File: config.mk
export PLATFORM = sky130hd
export DESIGN_NAME = sorted_priority_queue
export DESIGN_NICKNAME = d
export VERILOG_FILES = /design/src/rtl/sq_pkg.sv /design/src/rtl/sorted_priority_queue.sv /design/src/rtl/sq_cell.sv
export VERILOG_INCLUDE_DIRS = /design/src /design/src/rtl
export SDC_FILE = /design/constraint.sdc
export NUM_CORES = 2
export LEC_CHECK = 0
export ABC_AREA = 1
export BUFFER_PORTS_ARGS = -buffer_cell sky130_fd_sc_hd__buf_2
export CORE_UTILIZATION = 64
export DETAILED_ROUTE_END_ITERATION = 8
export PLACE_DENSITY = 0.91
export SYNTH_ARGS = -nofsm -noshare
export SYNTH_HDL_FRONTEND = slang
export SYNTH_HIERARCHICAL = 1
export SYNTH_SLANG_ARGS = --single-unit
File: constraint.sdc
create_clock -name clk -period 12.7 [get_ports clk]
set_clock_uncertainty 0.1 [all_clocks]
set_input_delay 0 -clock clk [delete_from_list [all_inputs] [get_ports clk]]
set_output_delay 0 -clock clk [all_outputs]
set_load 0.01 [all_outputs]
File: src/rtl/sorted_priority_queue_defines.svh
// Assertion macros shared by the sorted priority queue RTL.
`ifndef SORTED_PRIORITY_QUEUE_DEFINES_SVH
`define SORTED_PRIORITY_QUEUE_DEFINES_SVH

`ifndef SYNTH

// Clocked property on clk, disabled while rst_n is low.
`define SQ_ASSERT(lbl, prop, msg) \
  lbl: assert property (@(posedge clk) disable iff (!rst_n) prop) else $error(msg);

// Condition that must never be true at a clock edge.
`define SQ_ASSERT_NEVER(lbl, expr, msg) \
  `SQ_ASSERT(lbl, !(expr), msg)

`else

`define SQ_ASSERT(lbl, prop, msg)
`define SQ_ASSERT_NEVER(lbl, expr, msg)

`endif

`endif

File: src/rtl/sq_pkg.sv
// Types, constants and helper functions of the sorted priority queue.
`default_nettype none

package sq_pkg;

  // Number of cells in the queue.
  localparam int QUEUE_DEPTH = 16;
  // Fill counter width; it holds zero through QUEUE_DEPTH.
  localparam int CNT_W = $clog2(QUEUE_DEPTH + 1);

  // Operation codes of an input transfer.
  localparam logic [1:0] OP_INSERT   = 2'd0;
  localparam logic [1:0] OP_REINSERT = 2'd1;
  localparam logic [1:0] OP_REMOVE   = 2'd2;

  // Status codes of a result transfer.
  localparam logic [1:0] ST_OK        = 2'd0;
  localparam logic [1:0] ST_OVERFLOW  = 2'd1;
  localparam logic [1:0] ST_UNDERFLOW = 2'd2;

  // Input item.
  typedef struct packed {
    logic [1:0]  opcode;
    logic [7:0]  entry_priority;
    logic [31:0] entry_payload;
  } sq_in_t;

  // Result item.
  typedef struct packed {
    logic [1:0]  status;
    logic [7:0]  head_priority;
    logic [31:0] head_payload;
    logic [4:0]  occupancy;
  } sq_out_t;

  // What every cell does in the current cycle.
  typedef enum logic [1:0] {
    CMD_HOLD,
    CMD_INSERT,
    CMD_SHIFT
  } sq_cmd_t;

  // Control broadcast from the top level to all cells.
  typedef struct packed {
    sq_cmd_t     cmd;
    logic        reinsert;
    logic        mode;
    logic [7:0]  prio;
    logic [31:0] payload;
  } sq_ctl_t;

  // True when priority a is served before priority b under the given order.
  function automatic logic better(input logic mode, input logic [7:0] a,
                                  input logic [7:0] b);
    better = mode ? (a > b) : (a < b);
  endfunction

endpackage

`default_nettype wire

File: src/rtl/sorted_priority_queue.sv
// Top level of the sorted priority queue: control, fill count and cell row.
//
//   Channel   Direction  Handshake               Contents
//   in_       input      in_valid / in_ready     sq_in_t: opcode, priority, payload
//   out_      output     out_valid / out_ready   sq_out_t: status, head, occupancy
//   cfg_      input      cfg_valid / cfg_ready   order_mode bit
//
// An accepted item updates the cells at its accepting edge; its result is valid
// from the next cycle, so one item per cycle can be taken while out_ready is high.
// The insert position ripples through the row of cells as a one-bit found chain.
// The result waits in an output register; in_ready stays low while it waits unread.
// Reset empties the queue and selects lowest number first; no clearing pass.
// The configuration port is always ready.
`default_nettype none
`include "sorted_priority_queue_defines.svh"

module sorted_priority_queue (
  input  wire logic           clk,
  input  wire logic           rst_n,
  input  wire logic           in_valid,
  output logic                in_ready,
  input  wire sq_pkg::sq_in_t in_data,
  output logic                out_valid,
  input  wire logic           out_ready,
  output sq_pkg::sq_out_t     out_data,
  input  wire logic           cfg_valid,
  output logic                cfg_ready,
  input  wire logic           cfg_data
);

  localparam int D = sq_pkg::QUEUE_DEPTH;
  localparam int W = sq_pkg::CNT_W;

  logic                 mode_r;
  logic [W-1:0]         fill_r, fill_nxt;
  logic                 out_valid_r;
  sq_pkg::sq_out_t      out_data_r, out_data_nxt;
  sq_pkg::sq_ctl_t      ctl;
  logic                 in_fire;
  logic                 is_ins;
  logic                 full;
  logic                 empty;
  logic                 head_tie;
  logic [D:0]           found;
  logic [7:0]           slot_prio    [D];
  logic [31:0]          slot_payload [D];

  assign in_fire   = in_valid && in_ready;
  assign in_ready  = !out_valid_r || out_ready;
  assign cfg_ready = 1'b1;
  assign full      = (fill_r == W'(D));
  assign empty     = (fill_r == '0);
  assign is_ins    = (in_data.opcode == sq_pkg::OP_INSERT) ||
                     (in_data.opcode == sq_pkg::OP_REINSERT);

  // Broadcast control to the cells.
  always_comb begin
    ctl.reinsert = (in_data.opcode == sq_pkg::OP_REINSERT);
    ctl.mode     = mode_r;
    ctl.prio     = in_data.entry_priority;
    ctl.payload  = in_data.entry_payload;
    if (in_fire && is_ins && !full) begin
      ctl.cmd = sq_pkg::CMD_INSERT;
    end else if (in_fire && (in_data.opcode == sq_pkg::OP_REMOVE) && !empty) begin
      ctl.cmd = sq_pkg::CMD_SHIFT;
    end else begin
      ctl.cmd = sq_pkg::CMD_HOLD;
    end
  end

  // A re-insert equal to the held head lands right after it.
  assign head_tie = !empty && (slot_prio[0] == in_data.entry_priority);

  // Row of cells; cell 0 is the head.
  assign found[0] = 1'b0;
  for (genvar i = 0; i < D; i++) begin : g_cell
    logic [7:0]  lp, rp;
    logic [31:0] ld, rd;
    if (i == 0) begin : g_left_edge
      assign lp = in_data.entry_priority;
      assign ld = in_data.entry_payload;
    end else begin : g_left
      assign lp = slot_prio[i-1];
      assign ld = slot_payload[i-1];
    end
    if (i == D - 1) begin : g_right_edge
      assign rp = slot_prio[i];
      assign rd = slot_payload[i];
    end else begin : g_right
      assign rp = slot_prio[i+1];
      assign rd = slot_payload[i+1];
    end
    sq_cell u_cell (
      .clk          (clk),
      .ctl          (ctl),
      .is_head      ((i == 0)),
      .force_tie    ((i == 1) ? head_tie : 1'b0),
      .occ          (W'(i) < fill_r),
      .found_in     (found[i]),
      .left_prio    (lp),
      .left_payload (ld),
      .right_prio   (rp),
      .right_payload(rd),
      .found_out    (found[i+1]),
      .slot_prio    (slot_prio[i]),
      .slot_payload (slot_payload[i])
    );
  end

  // Fill count and result of the accepted item.
  always_comb begin
    fill_nxt                   = fill_r;
    out_data_nxt.status        = sq_pkg::ST_OK;
    out_data_nxt.head_priority = '0;
    out_data_nxt.head_payload  = '0;
    case (ctl.cmd)
      sq_pkg::CMD_INSERT: fill_nxt = fill_r + W'(1);
      sq_pkg::CMD_SHIFT: begin
        fill_nxt                   = fill_r - W'(1);
        out_data_nxt.head_priority = slot_prio[0];
        out_data_nxt.head_payload  = slot_payload[0];
      end
      default: fill_nxt = fill_r;
    endcase
    if (is_ins && full) begin
      out_data_nxt.status = sq_pkg::ST_OVERFLOW;
    end else if ((in_data.opcode == sq_pkg::OP_REMOVE) && empty) begin
      out_data_nxt.status = sq_pkg::ST_UNDERFLOW;
    end
    out_data_nxt.occupancy = 5'(fill_nxt);
  end

  // Control registers and output register.
  always_ff @(posedge clk) begin
    if (!rst_n) begin
      mode_r      <= 1'b0;
      fill_r      <= '0;
      out_valid_r <= 1'b0;
    end else begin
      if (cfg_valid && cfg_ready) begin
        mode_r <= cfg_data;
      end
      if (in_fire) begin
        fill_r      <= fill_nxt;
        out_valid_r <= 1'b1;
      end else if (out_ready) begin
        out_valid_r <= 1'b0;
      end
    end
  end

  always_ff @(posedge clk) begin
    if (in_fire) begin
      out_data_r <= out_data_nxt;
    end
  end

  assign out_valid = out_valid_r;
  assign out_data  = out_data_r;

  `SQ_ASSERT_NEVER(a_fill_bound, fill_r > W'(D), "fill count above queue depth")
  `SQ_ASSERT(a_insert_grows,
             in_fire && is_ins && !full |=> fill_r == $past(fill_r) + W'(1),
             "insert did not grow the queue")
  `SQ_ASSERT(a_overflow_full,
             out_valid && out_data.status == sq_pkg::ST_OVERFLOW |->
               out_data.occupancy == 5'(D),
             "overflow reported while not full")
  `SQ_ASSERT(a_underflow_zero,
             out_valid && out_data.status == sq_pkg::ST_UNDERFLOW |->
               out_data.occupancy == '0 && out_data.head_payload == '0,
             "underflow result not empty")

endmodule

`default_nettype wire

File: src/rtl/sq_cell.sv
// One queue slot: holds an entry and shifts, inserts or holds each cycle.
`default_nettype none

module sq_cell (
  input  wire logic            clk,
  input  wire sq_pkg::sq_ctl_t ctl,
  input  wire logic            is_head,
  input  wire logic            force_tie,
  input  wire logic            occ,
  input  wire logic            found_in,
  input  wire logic [7:0]      left_prio,
  input  wire logic [31:0]     left_payload,
  input  wire logic [7:0]      right_prio,
  input  wire logic [31:0]     right_payload,
  output logic                 found_out,
  output logic [7:0]           slot_prio,
  output logic [31:0]          slot_payload
);

  logic [7:0]  slot_prio_r,    slot_prio_nxt;
  logic [31:0] slot_payload_r, slot_payload_nxt;
  logic        hit;
  logic        hit_eff;

  // Position test: an insert goes before the first entry it beats; a
  // re-insert beats the head, or stops at the first entry that does not
  // beat it, and a tie with the head forces the slot right after the head.
  always_comb begin
    if (is_head || !ctl.reinsert) begin
      hit = sq_pkg::better(ctl.mode, ctl.prio, slot_prio_r);
    end else begin
      hit = !sq_pkg::better(ctl.mode, slot_prio_r, ctl.prio) || force_tie;
    end
    // The first empty cell takes the entry when no held entry claims it.
    hit_eff   = !occ || hit;
    found_out = found_in || hit_eff;
  end

  // Next slot contents.
  always_comb begin
    slot_prio_nxt    = slot_prio_r;
    slot_payload_nxt = slot_payload_r;
    case (ctl.cmd)
      sq_pkg::CMD_INSERT: begin
        if (found_in) begin
          slot_prio_nxt    = left_prio;
          slot_payload_nxt = left_payload;
        end else if (hit_eff) begin
          slot_prio_nxt    = ctl.prio;
          slot_payload_nxt = ctl.payload;
        end
      end
      sq_pkg::CMD_SHIFT: begin
        slot_prio_nxt    = right_prio;
        slot_payload_nxt = right_payload;
      end
      default: begin
        slot_prio_nxt    = slot_prio_r;
        slot_payload_nxt = slot_payload_r;
      end
    endcase
  end

  // Slot storage; contents are meaningful only below the fill count.
  always_ff @(posedge clk) begin
    slot_prio_r    <= slot_prio_nxt;
    slot_payload_r <= slot_payload_nxt;
  end

  assign slot_prio    = slot_prio_r;
  assign slot_payload = slot_payload_r;

endmodule

`default_nettype wire
Word level (Yosys, flattened, before mapping)
Cells that the tools add are included.

word-level totals
  register bits = 694
  input port bits = 48
  output and inout port bits = 50
  logic and storage cells = 380

cells by class
  add/subtract/negate cells = 2
  order comparisons = 78
  equal/unequal tests = 21
  multiplexer cells = 144
  reduce and logical (&&, ||, !) cells = 96

operator list
  operator             number
  $mux 32              31
  $pmux 32 s2          15
  $gt 8x8->1           31
  $lt 8x8->1           31
  $mux 8               31
  $pmux 8 s2           15
  $mux 1               48
  $ne 3x1->1 const B   14
  $lt 4x5->1 const A   8
  $logic_not 1->1      34
  $logic_or 1x1->1     33
  $reduce_and 2->1     16
  $lt 3x5->1 const A   4
  $lt 1x5->1 const A   2
  $lt 2x5->1 const A   2
  $pmux 5 s2           1
  $eq 8x8->1           1
  $logic_and 1x1->1    8
  $mux 2               3
  $reduce_bool 2->1    3
  $add 5x1->5 const B  1
  $eq 5x5->1 const B   1
  $logic_not 5->1      1
  $sub 5x1->5 const B  1
  4 further kinds      6

Depth between registers and ports, before layout
  depth after elaboration = 22
  gate-level depth with buffers = 91
  gate-level depth less buffers = 76

Modules after synthesis
Netlist, hierarchy kept.

by module, submodules not included
  module                 times used  cells an instance  area an instance (sq um)
  sq_cell                16          278                2,321.0
  sorted_priority_queue  1           270                2,561.2

Worst setup path before layout
No wires, ideal clock.

  path type = register to register
  start = reg g_cell[0].u_cell.slot_prio_r[7]
  end = reg g_cell[15].u_cell.slot_payload_r[0] (enable)
  data arrival time = 8.140 ns
  path slack = 3.930 ns
  cell stages (with the launch flop) = 86
  buffers on the path = 15
  cells stage by stage = edfxtp_1 > ha_1 > a21o_1 > nor2_4 > nand3_2 > nand2_1 > nor2_1 > nor2_2 > nand2_2 > buf_2 > inv_2 > nand2_1 > nor2_2 > nand2_2 > buf_2 > inv_2 > nand2_1 > nor2_2 > (+50 left out) > nand2_2 > buf_2 > inv_2 > nand2_1 > nor2_2 > nand2_2 > buf_2 > inv_2 > nand2_1 > nor2_2 > nand2_2 > buf_2 > inv_2 > nand2_1 > nor2_2 > nand2_2 > nand2_1 > nand2_1

between the ends
  elaborated cells on any way between the ends = 25
  those cells by class = 2 x order compare; 1 x eq/ne; 2 x mux; 20 x reduce/logical

RTL lines
  item                                      RTL line                     text
  start, declared                           sq_cell.sv:20                logic [7:0] slot_prio_r, slot_prio_nxt;
  start signal, assigned                    sq_cell.sv:66                slot_prio_r <= slot_prio_nxt;
  $lt 8x8->1 or $gt 8x8->1 (tied branches)  sq_pkg.sv:55                 better = mode ? (a > b) : (a < b);
  $mux 1 (*)                                sq_pkg.sv:55
  $logic_or 1x1->1 (*)                      sq_cell.sv:35                hit_eff = !occ || hit;
  via found[1]                              sorted_priority_queue.sv:44  logic [D:0] found;
  $logic_or 1x1->1 (*)                      sq_cell.sv:36                found_out = found_in || hit_eff;
  via found[2]                              sorted_priority_queue.sv:44
  $logic_or 1x1->1 (*)                      sq_cell.sv:36
  via found[3]                              sorted_priority_queue.sv:44
  (+1 left out)                             --
  via found[4]                              sorted_priority_queue.sv:44
  (+1 left out)                             --
  via found[5]                              sorted_priority_queue.sv:44
  (+1 left out)                             --
  via found[6]                              sorted_priority_queue.sv:44
  (+1 left out)                             --
  via found[7]                              sorted_priority_queue.sv:44
  (+1 left out)                             --
  via found[8]                              sorted_priority_queue.sv:44
  (+1 left out)                             --
  via found[9]                              sorted_priority_queue.sv:44
  (+1 left out)                             --
  via found[10]                             sorted_priority_queue.sv:44
  (+1 left out)                             --
  via found[11]                             sorted_priority_queue.sv:44
  (+1 left out)                             --
  via found[12]                             sorted_priority_queue.sv:44
  $logic_or 1x1->1 (*)                      sq_cell.sv:36
  via found[13]                             sorted_priority_queue.sv:44
  $logic_or 1x1->1 (*)                      sq_cell.sv:36
  via found[14]                             sorted_priority_queue.sv:44
  $logic_or 1x1->1 (*)                      sq_cell.sv:36
  via found[15]                             sorted_priority_queue.sv:44
  $reduce_bool 2->1 (no source line) (*)    --
  $reduce_and 2->1 (no source line) (*)     --
  end signal, assigned                      sq_cell.sv:67                slot_payload_r <= slot_payload_nxt;
  end, declared                             sq_cell.sv:21                logic [31:0] slot_payload_r, slot_payload_nxt;

The timed path passes the listed nets; every way through them passes the cells marked *.
A chain may end at the register's enable or synchronous reset.

Final worst setup path
  start = reg g_cell[0].u_cell.slot_prio_r[7]
  end = reg g_cell[15].u_cell.slot_payload_r[12] (enable)

Same word-level chain as after synthesis.

==> summary.txt <==
Leak -> 18.3 nW
Die Width -> 251 µm
pwr dens -> 135 mW/mm²
DRT Pass-1 Iters -> 9
largest net degree at the start of global routing -> 82
post-DP HPWL -> 69.9 mm
crit end category -> flop
share of cells above drive strength 1 -> 0.0921
Initial DRC Count -> 5073
final slew viol count -> 0
Mapped Area -> 0.0397 mm²
Synth Warn # -> 6
Final Wtd Congestion -> 0.927
Yosys reg bits -> 694
# rows -> 90
IO Pins -> 98
H-tree depth -> 3
part of the cycle the worst path needs -> 0.929
Setup CP Type -> reg -> reg
Core Area -> 0.0608 mm²
CP max-delay cell -> edfxtp_1
Final Setup Violations -> 0
crit path launch type -> flop
gr ovfl total -> 0
CP Max Fanout -> 42
Worst Hold Margin -> 50.3 ps
nets@finish -> 4931
DR vias -> 34800
Worst path max stage delay -> 450 ps
worst slew pin tran -> 955 ps
Area contributors post-synth -> edfxtp_1 52%, nand2_1 15%, a31oi_1 10%
vias per cell -> 6.23
GRT Overall Usage -> 0.334
area of the die -> 0.0630 mm²
DP Cell Count -> 5415
Clock transition at path regs -> 60 ps
Max IR drop VDD -> 119 µV
Routed Wire Length -> 106 mm
CP most frequent cell -> nand2_1
Mean Syn Cell Area -> 8.41 µm²
Routed wire per std cell -> 19.0 µm
IO Port Bufs -> 96
cell area after placement -> 0.0406 mm²
total CTS buffers -> 74
design area -> 0.0434 mm²
Period minus WS final -> 11800 ps
post-route ant nets -> 0
leading area contributor after synthesis -> edfxtp_1
CTS tree -> built
Layout area overhead -> 9.41%
Max Cap Viol -> 0
initial antenna violation count -> 1
starting density of the core -> 0.653
post-CTS setup buffers -> 0
most frequent cells in the layout -> 1582 x nand2_1, 761 x nor2_1, 687 x edfxtp_1
Clock Tree Buf Depth -> 3
Placement Setup Slack -> -817 ps
Yosys cell types -> 26
Seq/Total Area, Yosys -> 0.523
setup TNS -> 0 ps
clock sinks -> 694
vias in the first global route -> 32800
final setup margin -> 896 ps
# DRC -> 0
commonest non-fill, non-tap cell in the layout -> nand2_1
Relative slew margins -> 0.363
FMAX -> 84.7 MHz
arrival time at the worst endpoint -> 12020 ps
final cell count without fillers -> 5590
root buf cell -> clkbuf_16
hold crit path type -> in -> reg
diodes inserted -> 0
DIE HEIGHT -> 251 µm
status -> finished, final reports clean
Data required, critical path -> 12920 ps
Clock Latency Late Sink -> 640 ps
Synth top area share -> 0.520
first-pass GRT wire length -> 170 mm
Hold Violations, Final -> 0
Syn Inst Count -> 4718
[timing repair]
item,CTS,global route
resized for setup,7,8
hold buffers,42,0
pin swaps,0,0
gates cloned,0,0
hold endpoints to repair,526,0
endpoints found under the setup margin,113,120
[flip-flops by register name (all words and copies together) (netlist names)]
| name | cells |
|---|---|
| fill_r | 5 |
| mode_r | 1 |
| out_valid | 1 |
| g_cell.u_cell/slot_prio | 128 |
| out_data | 47 |
| g_cell.u_cell/slot_payload | 512 |
[path summary, 6_finish.rpt]
| kind | startpoint | to | slack (ps) | cells past startpoint |
|---|---|---|---|---|
| setup / recovery | g_cell[0].u_cell/slot_prio[7] | g_cell[15].u_cell/slot_payload[12] | 900 | 77 |
| hold / removal | in_data[34] | g_cell[2].u_cell/slot_prio[2] | 50 | 4 |
| setup reg to reg | g_cell[0].u_cell/slot_prio[7] | g_cell[15].u_cell/slot_payload[12] | 900 | 77 |
| hold reg to reg | g_cell[0].u_cell/slot_payload[28] | out_data[33] | 480 | 2 |
[stage by stage]
stage | total power [mW] | utilization
2_1_floorplan | 3.46 | -
3_3_place_gp | 3.67 | 0.667
3_5_place_dp | 3.72 | 0.667
4_1_cts | 5.85 | 0.714
5_1_grt | 6.07 | 0.714
6_report | 5.87 | 0.714
[worst max-delay path: cells and delay by family, from the launching register on]
family / cells / cell delay (ps)
AOI/OAI and AO/OA: 1 / 230
adders and majority gates: 1 / 340
buffers and inverters: 22 / 4180
DFF: 1 / 450
and+or+nand+nor: 53 / 6020
[per-layer routing]
layer	part of all wire	global-route usage	wire, µm	vias to the layer above
met5	0.00012	0	13	-
met1	0.37	0.459	39200	15900
met4	0.034	0.132	3560	2
met3	0.14	0.0645	15100	348
met2	0.45	0.526	48300	2691
li1	-	-	-	15900
[cell usage after synthesis (all sizes together)]
| cell type | n |
|---|---|
| dfxtp | 7 |
| nor2 | 814 |
| nand3 | 30 |
| clkbuf | 128 |
| inv | 353 |
| nor3 | 1 |
| edfxtp | 687 |
| a21o | 16 |
| nand2 | 1650 |
| buf | 151 |
| xnor2 | 9 |
| a21oi | 83 |
| ha | 132 |
| a31oi | 640 |
| nand4 | 3 |
| conb | 2 |
| o21ai | 12 |
[power by group]
part	total [mW]	leakage, nW	switching, mW	internal [mW]
sequential	2.93	6.51	0.133	2.79
clock	2.15	1.17	0.927	1.22
combinational	0.802	10.6	0.532	0.270
total	5.87	18.3	1.59	4.28
[cell families (layout without fill, tap and decap cells)]
group                      count (synthesis)  after routing  synth area share
and+or+nand+nor                         2498           2498             0.251
AOI/OAI and AO/OA                        751            751             0.117
DFF                                      694            694             0.523
buffers and inverters                    632            691            0.0646
adders and majority gates                132            132            0.0416
xor gates and xnor gates                   9              9           0.00199
other                                      2             33          0.000189
[final cells by class]
cell class,count,area [µm²]
Multi-Input combinational cell,3423,16500
Tap cell,782,978
Fill cell,4158,17400
Clock inverter,43,448
Inverter,353,1360
Clock buffer,90,1930
Sequential cell,694,20800
Timing Repair Buffer,205,1400
No activity file was read; power rests on OpenSTA's default activity.
